**src/sv/mstu_pkg.sv**
```systemverilog
// ----------------------------------------------------------------------------
// mstu_pkg
// Shared constants, codes and IEEE single arithmetic for the matrix stack unit.
// ----------------------------------------------------------------------------
`default_nettype none

package mstu_pkg;

   localparam int STACK_DEPTH_DEF = 32;
   localparam int WORD_W          = 32;
   localparam int MAT_ELEMS       = 16;

   // request codes
   localparam logic [2:0] REQ_STAGE = 3'd0;
   localparam logic [2:0] REQ_LOAD  = 3'd1;
   localparam logic [2:0] REQ_MUL   = 3'd2;
   localparam logic [2:0] REQ_PUSH  = 3'd3;
   localparam logic [2:0] REQ_POP   = 3'd4;
   localparam logic [2:0] REQ_READ  = 3'd5;
   localparam logic [2:0] REQ_COMB  = 3'd6;

   // status codes
   localparam logic [1:0] ST_OK  = 2'd0;
   localparam logic [1:0] ST_OVF = 2'd1;
   localparam logic [1:0] ST_UNF = 2'd2;

   // register indexes
   localparam logic [0:0] CSR_DEPTH_NEAR = 1'b0;
   localparam logic [0:0] CSR_DEPTH_FAR  = 1'b1;

   localparam logic [31:0] FP_ONE  = 32'h3F80_0000;
   localparam logic [31:0] FP_QNAN = 32'hFFC0_0000;
   localparam logic [31:0] FP_QBIT = 32'h0040_0000;

   // leading zero count of a 51 bit word
   function automatic logic [5:0] clz51(input logic [50:0] v);
      logic [5:0] r;
      r = 6'd0;
      for (int i = 0; i < 51; i++) begin
         if (v[i]) r = 6'(50 - i);
      end
      return r;
   endfunction

   // n has its leading one at bit 50, e is the biased exponent of that one
   function automatic logic [31:0] round_pack(input logic s, input logic signed [11:0] e,
                                              input logic [50:0] n);
      logic [50:0] n2;
      logic [50:0] mask;
      logic [11:0] sh;
      logic [7:0]  ef;
      logic [23:0] m;
      logic        g;
      logic        st;
      logic        inc;
      logic [30:0] mag;
      n2   = n;
      mask = '0;
      sh   = '0;
      ef   = '0;
      if (e >= 12'sd255) begin
         return {s, 8'hFF, 23'd0};
      end
      if (e < 12'sd1) begin
         // subnormal result, shift down and keep the sticky bit
         sh = 12'(12'sd1 - e);
         if (sh > 12'd51) begin
            n2 = {50'd0, |n};
         end else begin
            mask = (51'd1 << sh) - 51'd1;
            n2   = (n >> sh) | {50'd0, |(n & mask)};
         end
         ef = 8'd0;
      end else begin
         ef = e[7:0];
      end
      m   = n2[50:27];
      g   = n2[26];
      st  = |n2[25:0];
      inc = g & (st | m[0]);
      mag = {ef, m[22:0]} + 31'(inc);
      return {s, mag};
   endfunction

   function automatic logic is_nan(input logic [31:0] x);
      return (x[30:23] == 8'hFF) && (x[22:0] != 23'd0);
   endfunction

   function automatic logic is_inf(input logic [31:0] x);
      return (x[30:23] == 8'hFF) && (x[22:0] == 23'd0);
   endfunction

   function automatic logic [31:0] fp_mul(input logic [31:0] a, input logic [31:0] b);
      logic               s;
      logic [7:0]         ea;
      logic [7:0]         eb;
      logic [23:0]        ma;
      logic [23:0]        mb;
      logic [47:0]        p;
      logic [50:0]        n;
      logic [5:0]         lz;
      logic signed [11:0] e;
      logic               az;
      logic               bz;
      s  = a[31] ^ b[31];
      az = (a[30:0] == 31'd0);
      bz = (b[30:0] == 31'd0);
      if (is_nan(a)) return a | FP_QBIT;
      if (is_nan(b)) return b | FP_QBIT;
      if ((is_inf(a) && bz) || (az && is_inf(b))) return FP_QNAN;
      if (is_inf(a) || is_inf(b)) return {s, 8'hFF, 23'd0};
      if (az || bz) return {s, 31'd0};
      ea = (a[30:23] == 8'd0) ? 8'd1 : a[30:23];
      eb = (b[30:23] == 8'd0) ? 8'd1 : b[30:23];
      ma = {a[30:23] != 8'd0, a[22:0]};
      mb = {b[30:23] != 8'd0, b[22:0]};
      p  = ma * mb;
      n  = {p, 3'd0};
      lz = clz51(n);
      n  = n << lz;
      e  = $signed({4'd0, ea}) + $signed({4'd0, eb}) - 12'sd126 - $signed({6'd0, lz});
      return round_pack(s, e, n);
   endfunction

   // a + b, or a - b when sub is set
   function automatic logic [31:0] fp_add(input logic [31:0] a, input logic [31:0] b0,
                                          input logic sub);
      logic [31:0]        b;
      logic [31:0]        x;
      logic [31:0]        y;
      logic [7:0]         ex;
      logic [7:0]         ey;
      logic [7:0]         d;
      logic [50:0]        xm;
      logic [50:0]        ym;
      logic [50:0]        mask;
      logic [50:0]        sum;
      logic [5:0]         lz;
      logic signed [11:0] e;
      b = (sub && !is_nan(b0)) ? (b0 ^ 32'h8000_0000) : b0;
      if (is_nan(a)) return a | FP_QBIT;
      if (is_nan(b)) return b | FP_QBIT;
      if (is_inf(a) && is_inf(b) && (a[31] != b[31])) return FP_QNAN;
      if (is_inf(a)) return a;
      if (is_inf(b)) return b;
      if ((a[30:0] == 31'd0) && (b[30:0] == 31'd0)) return {a[31] & b[31], 31'd0};
      if (a[30:0] == 31'd0) return b;
      if (b[30:0] == 31'd0) return a;
      if (b[30:0] > a[30:0]) begin
         x = b;
         y = a;
      end else begin
         x = a;
         y = b;
      end
      ex = (x[30:23] == 8'd0) ? 8'd1 : x[30:23];
      ey = (y[30:23] == 8'd0) ? 8'd1 : y[30:23];
      d  = ex - ey;
      xm = {1'b0, x[30:23] != 8'd0, x[22:0], 26'd0};
      ym = {1'b0, y[30:23] != 8'd0, y[22:0], 26'd0};
      mask = '0;
      if (d >= 8'd51) begin
         ym = {50'd0, 1'b1};
      end else begin
         mask = (51'd1 << d) - 51'd1;
         ym   = (ym >> d) | {50'd0, |(ym & mask)};
      end
      sum = (x[31] != y[31]) ? (xm - ym) : (xm + ym);
      if (sum == 51'd0) return 32'd0;
      lz  = clz51(sum);
      sum = sum << lz;
      e   = $signed({4'd0, ex}) + 12'sd1 - $signed({6'd0, lz});
      return round_pack(x[31], e, sum);
   endfunction

endpackage

`default_nettype wire

```
**src/sv/mstu_ram.sv**
```systemverilog
// ----------------------------------------------------------------------------
// mstu_ram
// Simple dual port RAM: one write port, one read port, registered read data.
// ----------------------------------------------------------------------------
`default_nettype none

module mstu_ram #(
   parameter int  WIDTH  = mstu_pkg::WORD_W,
   parameter int  DEPTH  = mstu_pkg::MAT_ELEMS,
   localparam int ADDR_W = $clog2(DEPTH)
) (
   input  wire logic              clock,
   input  wire logic              wr_en,
   input  wire logic [ADDR_W-1:0] wr_addr,
   input  wire logic [WIDTH-1:0]  wr_data,
   input  wire logic [ADDR_W-1:0] rd_addr,
   output logic      [WIDTH-1:0]  rd_data
);

   logic [WIDTH-1:0] mem_ff [DEPTH];
   logic [WIDTH-1:0] rd_data_ff;

   always_ff @(posedge clock) begin
      if (wr_en) begin
         mem_ff[wr_addr] <= wr_data;
      end
      rd_data_ff <= mem_ff[rd_addr];
   end

   assign rd_data = rd_data_ff;

endmodule

`default_nettype wire

```
**config.mk**
```make
export PLATFORM = sky130hd
export DESIGN_NAME = mstu_ram
export DESIGN_NICKNAME = d
export VERILOG_FILES = /design/src/sv/mstu_pkg.sv /design/src/sv/mstu_ram.sv
export SDC_FILE = /design/constraint.sdc
export NUM_CORES = 1
export LEC_CHECK = 0
export BUFFER_PORTS_ARGS = -buffer_cell sky130_fd_sc_hd__buf_2
export CAP_MARGIN = 25
export CORE_MARGIN = 1.5
export CORE_UTILIZATION = 65
export CTS_BUF_LIST = sky130_fd_sc_hd__clkbuf_16
export CTS_CLUSTER_SIZE = 12
export DETAILED_ROUTE_END_ITERATION = 8
export GPL_TIMING_DRIVEN = 0
export PLACE_DENSITY = 0.89
export SETUP_SLACK_MARGIN = 0.4
export SLEW_MARGIN = 20
export SYNTH_ARGS = -nofsm -noshare
export SYNTH_HDL_FRONTEND = slang
export SYNTH_SLANG_ARGS = --single-unit
export TNS_END_PERCENT = 20
```
**constraint.sdc**
```tcl
create_clock -name clock -period 8.35 [get_ports clock]
set_clock_uncertainty 0.05 [all_clocks]
set_input_delay 2.505 -clock clock [delete_from_list [all_inputs] [get_ports clock]]
set_output_delay 2.505 -clock clock [all_outputs]
set_load 0.005 [all_outputs]
```
==> run_results.csv, run 1 <==
group,metric,value,unit
route,drt-total-wl,48800,um
grt,gr-total-overflow,0,
placed_design,place_worst_setup_slack,3.70,ns
clock_network,root_buffer,"clkbuf_16",
clock_network,cts_tree,"yes",
timing,maximum_clock_frequency,237,MHz
grt,grt_pass1_vias,10600,
timing,worst-slew-pin-transition,0.991,ns
power,switchingPower,1160,uW
setup_path,critPathRequiredTime,8.55,ns
yosys,muxShareOfSynthArea,14.5,%
die,chipWidth,178,um
yosys,ys_seq_area_share,80.7,%
timing,finalHoldWorstSlack,0.644,ns
final_layout,most_frequent_standard_cell_in_the_layout_excluding_fill_and_tap_cells,"edfxtp_1",
route,avgRoutedWirePerCell,34.4,um
timing,final-max-slew-violation-count,0,
timing,setup_total_negative_slack,0,ns
die,row_count,63,
timing,timing.final.hold_violations,0,
final_layout,design.final.nets,1033,
yosys,post_synth_fa_ha_maj_area_fraction,0,%
route,remaining_drcs,0,
yosys,yosys.area_share.simple,1.27,%
setup_path,cp_slowest_stage_delay,0.80,ns
yosys,main_combinational_cell_family_by_area_after_synthesis,"multiplexers",
yosys,synth_xor_area_share,0,%
final_layout,area_growth,14.7,%
job,drv_cap,0,
power,power.share.sequential,55.9,%
clock_network,buffers_inserted_by_post_cts_timing_repair,0,
clock_network,clkLatencyLatePin,0.56,ns
die,overall_die_height,178,um
final_layout,finish.utilization,76.2,%
setup_path,critPathArrivalTime,4.43,ns
power,vdd_ir_drop_max,0.201,mV
timing,grt_setup_unrepaired,"false",
route,post_drt_via_cell_ratio,7.14,
placed_design,gp_congestion,0.759,
setup_path,cpLargestDelayFamily,"simple AND/OR/NAND/NOR gates",
final_layout,final_layout_size_suffix_gt1_share,30.7,%
yosys,synthesis.area_per_instance,23.7,sq um
yosys,synth-warning-count,0,
yosys,yosys.cell_types.count,18,
clock_network,cts_hold_buffers,0,
grt,grt_first_pass_wirelength,70100,um
yosys,post_synth_instance_area,19900,sq um
clock_network,cts_made_buffers,52,
power,combinationalPowerShare,5.3,%
power,leakagePower,0.00749,uW
setup_path,critical_path.cell_chain,"buf_2 -> nand3b_1 -> nor3_2 -> buf_4 -> buf_4",
die,core_region_area,29900,sq um
placed_design,place.detailed.hpwl,27500,um
setup_path,critPathMostFrequentCell,"buf_4",
timing,setup_slack,4.12,ns
setup_path,crit_path_max_fanout,8,
worst_hold_path,worst_hold_path_type,"reg -> reg",
power,power.internal,4340,uW
yosys,postSynthCellCount,838,
timing,setup_viol,0,
grt,grt_start_max_net_pins,21,
run_status,outcome,"complete, no violations",
route,via_count,10200,
die,pin_count,74,
die,initial_utilization,66.5,%
setup_path,crit_slowest_cell,"nor3_2",
placed_design,place.port_buffers,71,
setup_path,worst_setup_path_startpoint,"wr_addr[2]",
setup_path,worstSetupPathType,"in -> reg",
timing,tcrit_tclk_final,50.6,%
setup_path,regToRegStartpoint,"mem_ff[10][31]$_DFFE_PP_",
route,drt_iter0_markers,1526,
power,pwr_density_cell,242,nW/um^2
worst_hold_path,min_from,"mem_ff[14][1]$_DFFE_PP_",
route,drtAntennaViolNets,0,
clock_network,clk_transition_reported_paths,0.06,ns
die,floorplan.die_area,31600,sq um
grt,antenna_found_initial,2,
grt,global_route.usage.total,32.1,%
setup_path,timing.critical_path.buf_inv,3,
final_layout,final_cell_mix,"edfxtp_1 (512), mux4_2 (128), buf_2 (75)",
route,detail_route.first_pass.iterations,6,
clock_network,cts.sink_count,544,
clock_network,cts_buffer_depth,3,
timing,slew-limit-headroom,33.6,%
clock_network,cts-resized-gates,0,
power,clock_power_share,38.8,%
setup_path,critPathLaunchType,"primary input",
yosys,syn_nets,880,
clock_network,clock_tree.htree_level_count,2,
yosys,register_bit_count_reported_by_yosys,544,
yosys,compound_cell_area_share_of_the_yosys_netlist,2.42,%
setup_path,critical_path.endpoint_type,"flip-flop",
timing,final.min_clock_period,4.23,ns
power,power_switching_share,21.1,%
[layout make-up]
type,count,area [sq um]
antenna,1,2.50
buffer,43,223
clock buffer,53,1330
clock inverter,41,190
fill,1379,7110
multi-input combinational,251,3730
sequential,544,16000
tap,390,488
timing repair buffer,99,795
[worst min-delay path, delay by kind of cell (launching register included)]
kind	cells	cell delay, ns
AOI/OAI and AO/OA	1	0.06
DFF	1	0.31
muxes	1	0.23
and+or+nand+nor	1	0.06
[registers in the layout, summed over array words and instances, names as in the netlist]
name and count:
rd_data 32, mem_ff 512
[power by group through the flow]
stage	Clock (uW)	Sequential [uW]	Combinational [uW]
CTS	2130	3070	291
global route	2230	3080	306
global placement	0	3120	252
floorplan	0	3130	147
detailed placement	0	3130	280
finish	2130	3070	293
[final timing paths]
kind                                   to  slack (ns)  depth (start not counted)
setup / recovery  mem_ff[8][23]$_DFFE_PP_        4.12                          5
hold / removal         rd_data[1]$_DFF_P_        0.64                          3
setup reg to reg      rd_data[31]$_DFF_P_        6.79                          3
hold reg to reg        rd_data[1]$_DFF_P_        0.64                          3
[routing by layer]
layer	share of wire (%)	vias to the layer above	track usage, %
met4	4.3	2	14.4
met5	0.031	-	0
li1	-	3879	-
met1	35	5225	41.7
met2	51	886	53.8
met3	9.9	168	5.76
[cells in the mapped netlist]
master | instances | area [sq um]
edfxtp_1 | 512 | 15400
mux4_2 | 128 | 2880
a22oi_1 | 64 | 480
nand2_1 | 33 | 124
dfxtp_1 | 32 | 641
clkbuf_1 | 17 | 63.8
nor2_1 | 13 | 48.8
buf_4 | 11 | 82.6
buf_1 | 9 | 33.8
buf_2 | 4 | 20.0
nor3_1 | 4 | 20.0
buf_6 | 2 | 22.5
nand2b_1 | 2 | 12.5
nand3b_1 | 2 | 15.0
nor2b_1 | 2 | 12.5
and2_1 | 1 | 6.26
nand3_1 | 1 | 5.00
or3b_2 | 1 | 8.76
[per-stage QoR]
step           cells  area (sq um)  power (uW)
5_1_grt         1422         22800        5620
2_1_floorplan    838         19900        3270
3_3_place_gp    1299         20700        3380
6_report        1422         22800        5500
3_5_place_dp    1327         21200        3410
4_1_cts         1421         22800        5500
[cell families after synthesis]
kind of cell,after synthesis
muxes,128
AOI/OAI and AO/OA,64
buffers and inverters,43
and+or+nand+nor,59
DFF,544
Power figures use the tool's default switching activity.
==> inputs of run 2 (changes only) <==
--- a/config.mk
+++ b/config.mk
@@ -8,12 +8,12 @@
 export BUFFER_PORTS_ARGS = -buffer_cell sky130_fd_sc_hd__buf_2
 export CAP_MARGIN = 25
 export CORE_MARGIN = 1.5
-export CORE_UTILIZATION = 65
+export CORE_UTILIZATION = 61
 export CTS_BUF_LIST = sky130_fd_sc_hd__clkbuf_16
 export CTS_CLUSTER_SIZE = 12
 export DETAILED_ROUTE_END_ITERATION = 8
 export GPL_TIMING_DRIVEN = 0
-export PLACE_DENSITY = 0.89
+export PLACE_DENSITY = 0.85
 export SETUP_SLACK_MARGIN = 0.4
 export SLEW_MARGIN = 20
 export SYNTH_ARGS = -nofsm -noshare
==> constraint.sdc (replaced) <==
create_clock -name clock -period 4.14 [get_ports clock]
set_clock_uncertainty 0.05 [all_clocks]
set_input_delay 1.242 -clock clock [delete_from_list [all_inputs] [get_ports clock]]
set_output_delay 1.242 -clock clock [all_outputs]
set_load 0.005 [all_outputs]
==> run 2 against run 1 <==
Cell area rose by 0.45%. Worst hold slack got worse by 0.0080 ns. Sequential cell count did not move. Critical path depth unchanged. Largest power group unchanged.
==> run_results.csv, run 2 (same netlist as run 1, synthesis figures left out) <==
group,metric,value,unit
setup_path,crit_path_max_fanout,12,
setup_path,critical_path_cell_count,5,
setup_path,critical_path.endpoint_type,"flip-flop",
timing,finalHoldWorstSlack,0.636,ns
timing,slew-limit-headroom,36.9,%
timing,maximum_clock_frequency,342,MHz
setup_path,cpLargestDelayFamily,"simple AND/OR/NAND/NOR gates",
setup_path,regToRegStartpoint,"mem_ff[8][22]$_DFFE_PP_",
route,detail_route.first_pass.iterations,6,
setup_path,worst_setup_path_startpoint,"wr_addr[2]",
timing,timing.final.hold_violations,0,
final_layout,regMostFlops,"mem_ff",
grt,gr-total-overflow,0,
final_layout,final_cell_area,22900,sq um
grt,antenna_found_initial,3,
clock_network,clk_transition_reported_paths,0.06,ns
worst_hold_path,worst_hold_path_type,"reg -> reg",
timing,final-max-slew-violation-count,0,
clock_network,cts_tree,"yes",
setup_path,crit_slowest_cell,"nor3_4",
placed_design,place.port_buffers,71,
die,overall_die_height,183,um
placed_design,place.detailed.hpwl,27100,um
final_layout,final_layout_size_suffix_gt1_share,30.7,%
setup_path,cp_slowest_stage_delay,0.69,ns
clock_network,cts_hold_buffers,0,
final_layout,most_frequent_standard_cell_in_the_layout_excluding_fill_and_tap_cells,"edfxtp_1",
power,pwr_density_cell,479,nW/um^2
clock_network,cts.sink_count,544,
final_layout,design.final.nets,1035,
timing,tcrit_tclk_final,70.7,%
clock_network,cts_buffer_depth,3,
die,floorplan.die_area,33600,sq um
final_layout,final_cell_mix,"edfxtp_1 (512), mux4_2 (128), buf_2 (75)",
die,chipWidth,183,um
clock_network,clock_tree.htree_level_count,2,
setup_path,critPathLaunchType,"primary input",
setup_path,critPathRequiredTime,4.34,ns
timing,setup_viol,0,
power,vdd_ir_drop_max,0.497,mV
grt,grt_start_max_net_pins,21,
die,core_region_area,31800,sq um
clock_network,cts_made_buffers,52,
die,initial_utilization,62.4,%
clock_network,root_buffer,"clkbuf_16",
route,via_count,9704,
worst_hold_path,worst_hold_path.num_cells,3,
grt,grt_first_pass_wirelength,67900,um
placed_design,post_dp_cell_area,21400,sq um
setup_path,timing.critical_path.buf_inv,3,
power,leakagePower,0.00751,uW
route,remaining_drcs,0,
setup_path,critical_path.cell_chain,"buf_2 -> or3b_2 -> nor3_4 -> buf_16 -> buf_8",
clock_network,clkLatencyLatePin,0.55,ns
placed_design,gp_congestion,0.726,
timing,worst-slew-pin-transition,0.947,ns
setup_path,worstSetupPathType,"in -> reg",
route,post_drt_via_cell_ratio,6.61,
timing,grt_setup_unrepaired,"false",
grt,grt_pass1_vias,10400,
power,power,10900,uW
route,drt-total-wl,46200,um
route,drtAntennaViolNets,0,
final_layout,area_growth,15.2,%
grt,global_route.usage.total,28.7,%
die,pin_count,74,
final_layout,largest_register_ff_count,512,
route,drt_iter0_markers,1321,
setup_path,critPathArrivalTime,3.12,ns
timing,setup_total_negative_slack,0,ns
run_status,outcome,"complete, no violations",
timing,final.min_clock_period,2.93,ns
die,row_count,65,
clock_network,buffers_inserted_by_post_cts_timing_repair,0,
route,avgRoutedWirePerCell,31.5,um
setup_path,rr_worst_depth,3,
clock_network,cts-resized-gates,0,
job,drv_cap,0,
worst_hold_path,min_from,"mem_ff[14][7]$_DFFE_PP_",
final_layout,finish.utilization,71.9,%
## run 2: through the flow
stage / setup WS [ns] / cells
finish: 1.21 / 1468
CTS: 1.23 / 1467
global route: 1.19 / 1468
detailed placement: 0.686 / 1374
floorplan: -0.0313 / 838
global placement: -2.46 / 1344
## run 2: tightest hold or removal path: cells and delay by family, from the launching register on
family,cells,cell delay (ns)
compound gates,1,0.06
flops,1,0.32
simple gates,1,0.05
mux,1,0.22
## run 2: cell type report
class,instances,area (sq um)
clock buffers,53,1330
diodes,1,2.50
fillers,1716,8930
multi-input cells,251,3730
plain buffers,43,223
repair buffers,101,873
clock inverters,40,151
flip-flops and latches,544,16000
well taps,435,544
## run 2: layer usage
layer / part of all wire, % / up-vias / GRT usage (%)
met1: 35 / 5047 / 37.9
met3: 9.7 / 129 / 5.61
met5: 0.052 / - / 0
met2: 52 / 646 / 48.3
li1: - / 3878 / -
met4: 3.4 / 4 / 10.6
## run 2: final timing paths
check                                              end  slack [ns]
worst max-delay path            mem_ff[0][3]$_DFFE_PP_        1.21
worst min register to register      rd_data[7]$_DFF_P_        0.64
worst max register to register     rd_data[22]$_DFF_P_        2.62
worst min-delay path                rd_data[7]$_DFF_P_        0.64
## run 2: where the power goes
| part | internal [uW] | total [uW] | switching (uW) |
|---|---|---|---|
| Sequential | 6160 | 6200 | 39.6 |
| Clock | 2290 | 4170 | 1880 |
| Combinational | 236 | 579 | 344 |
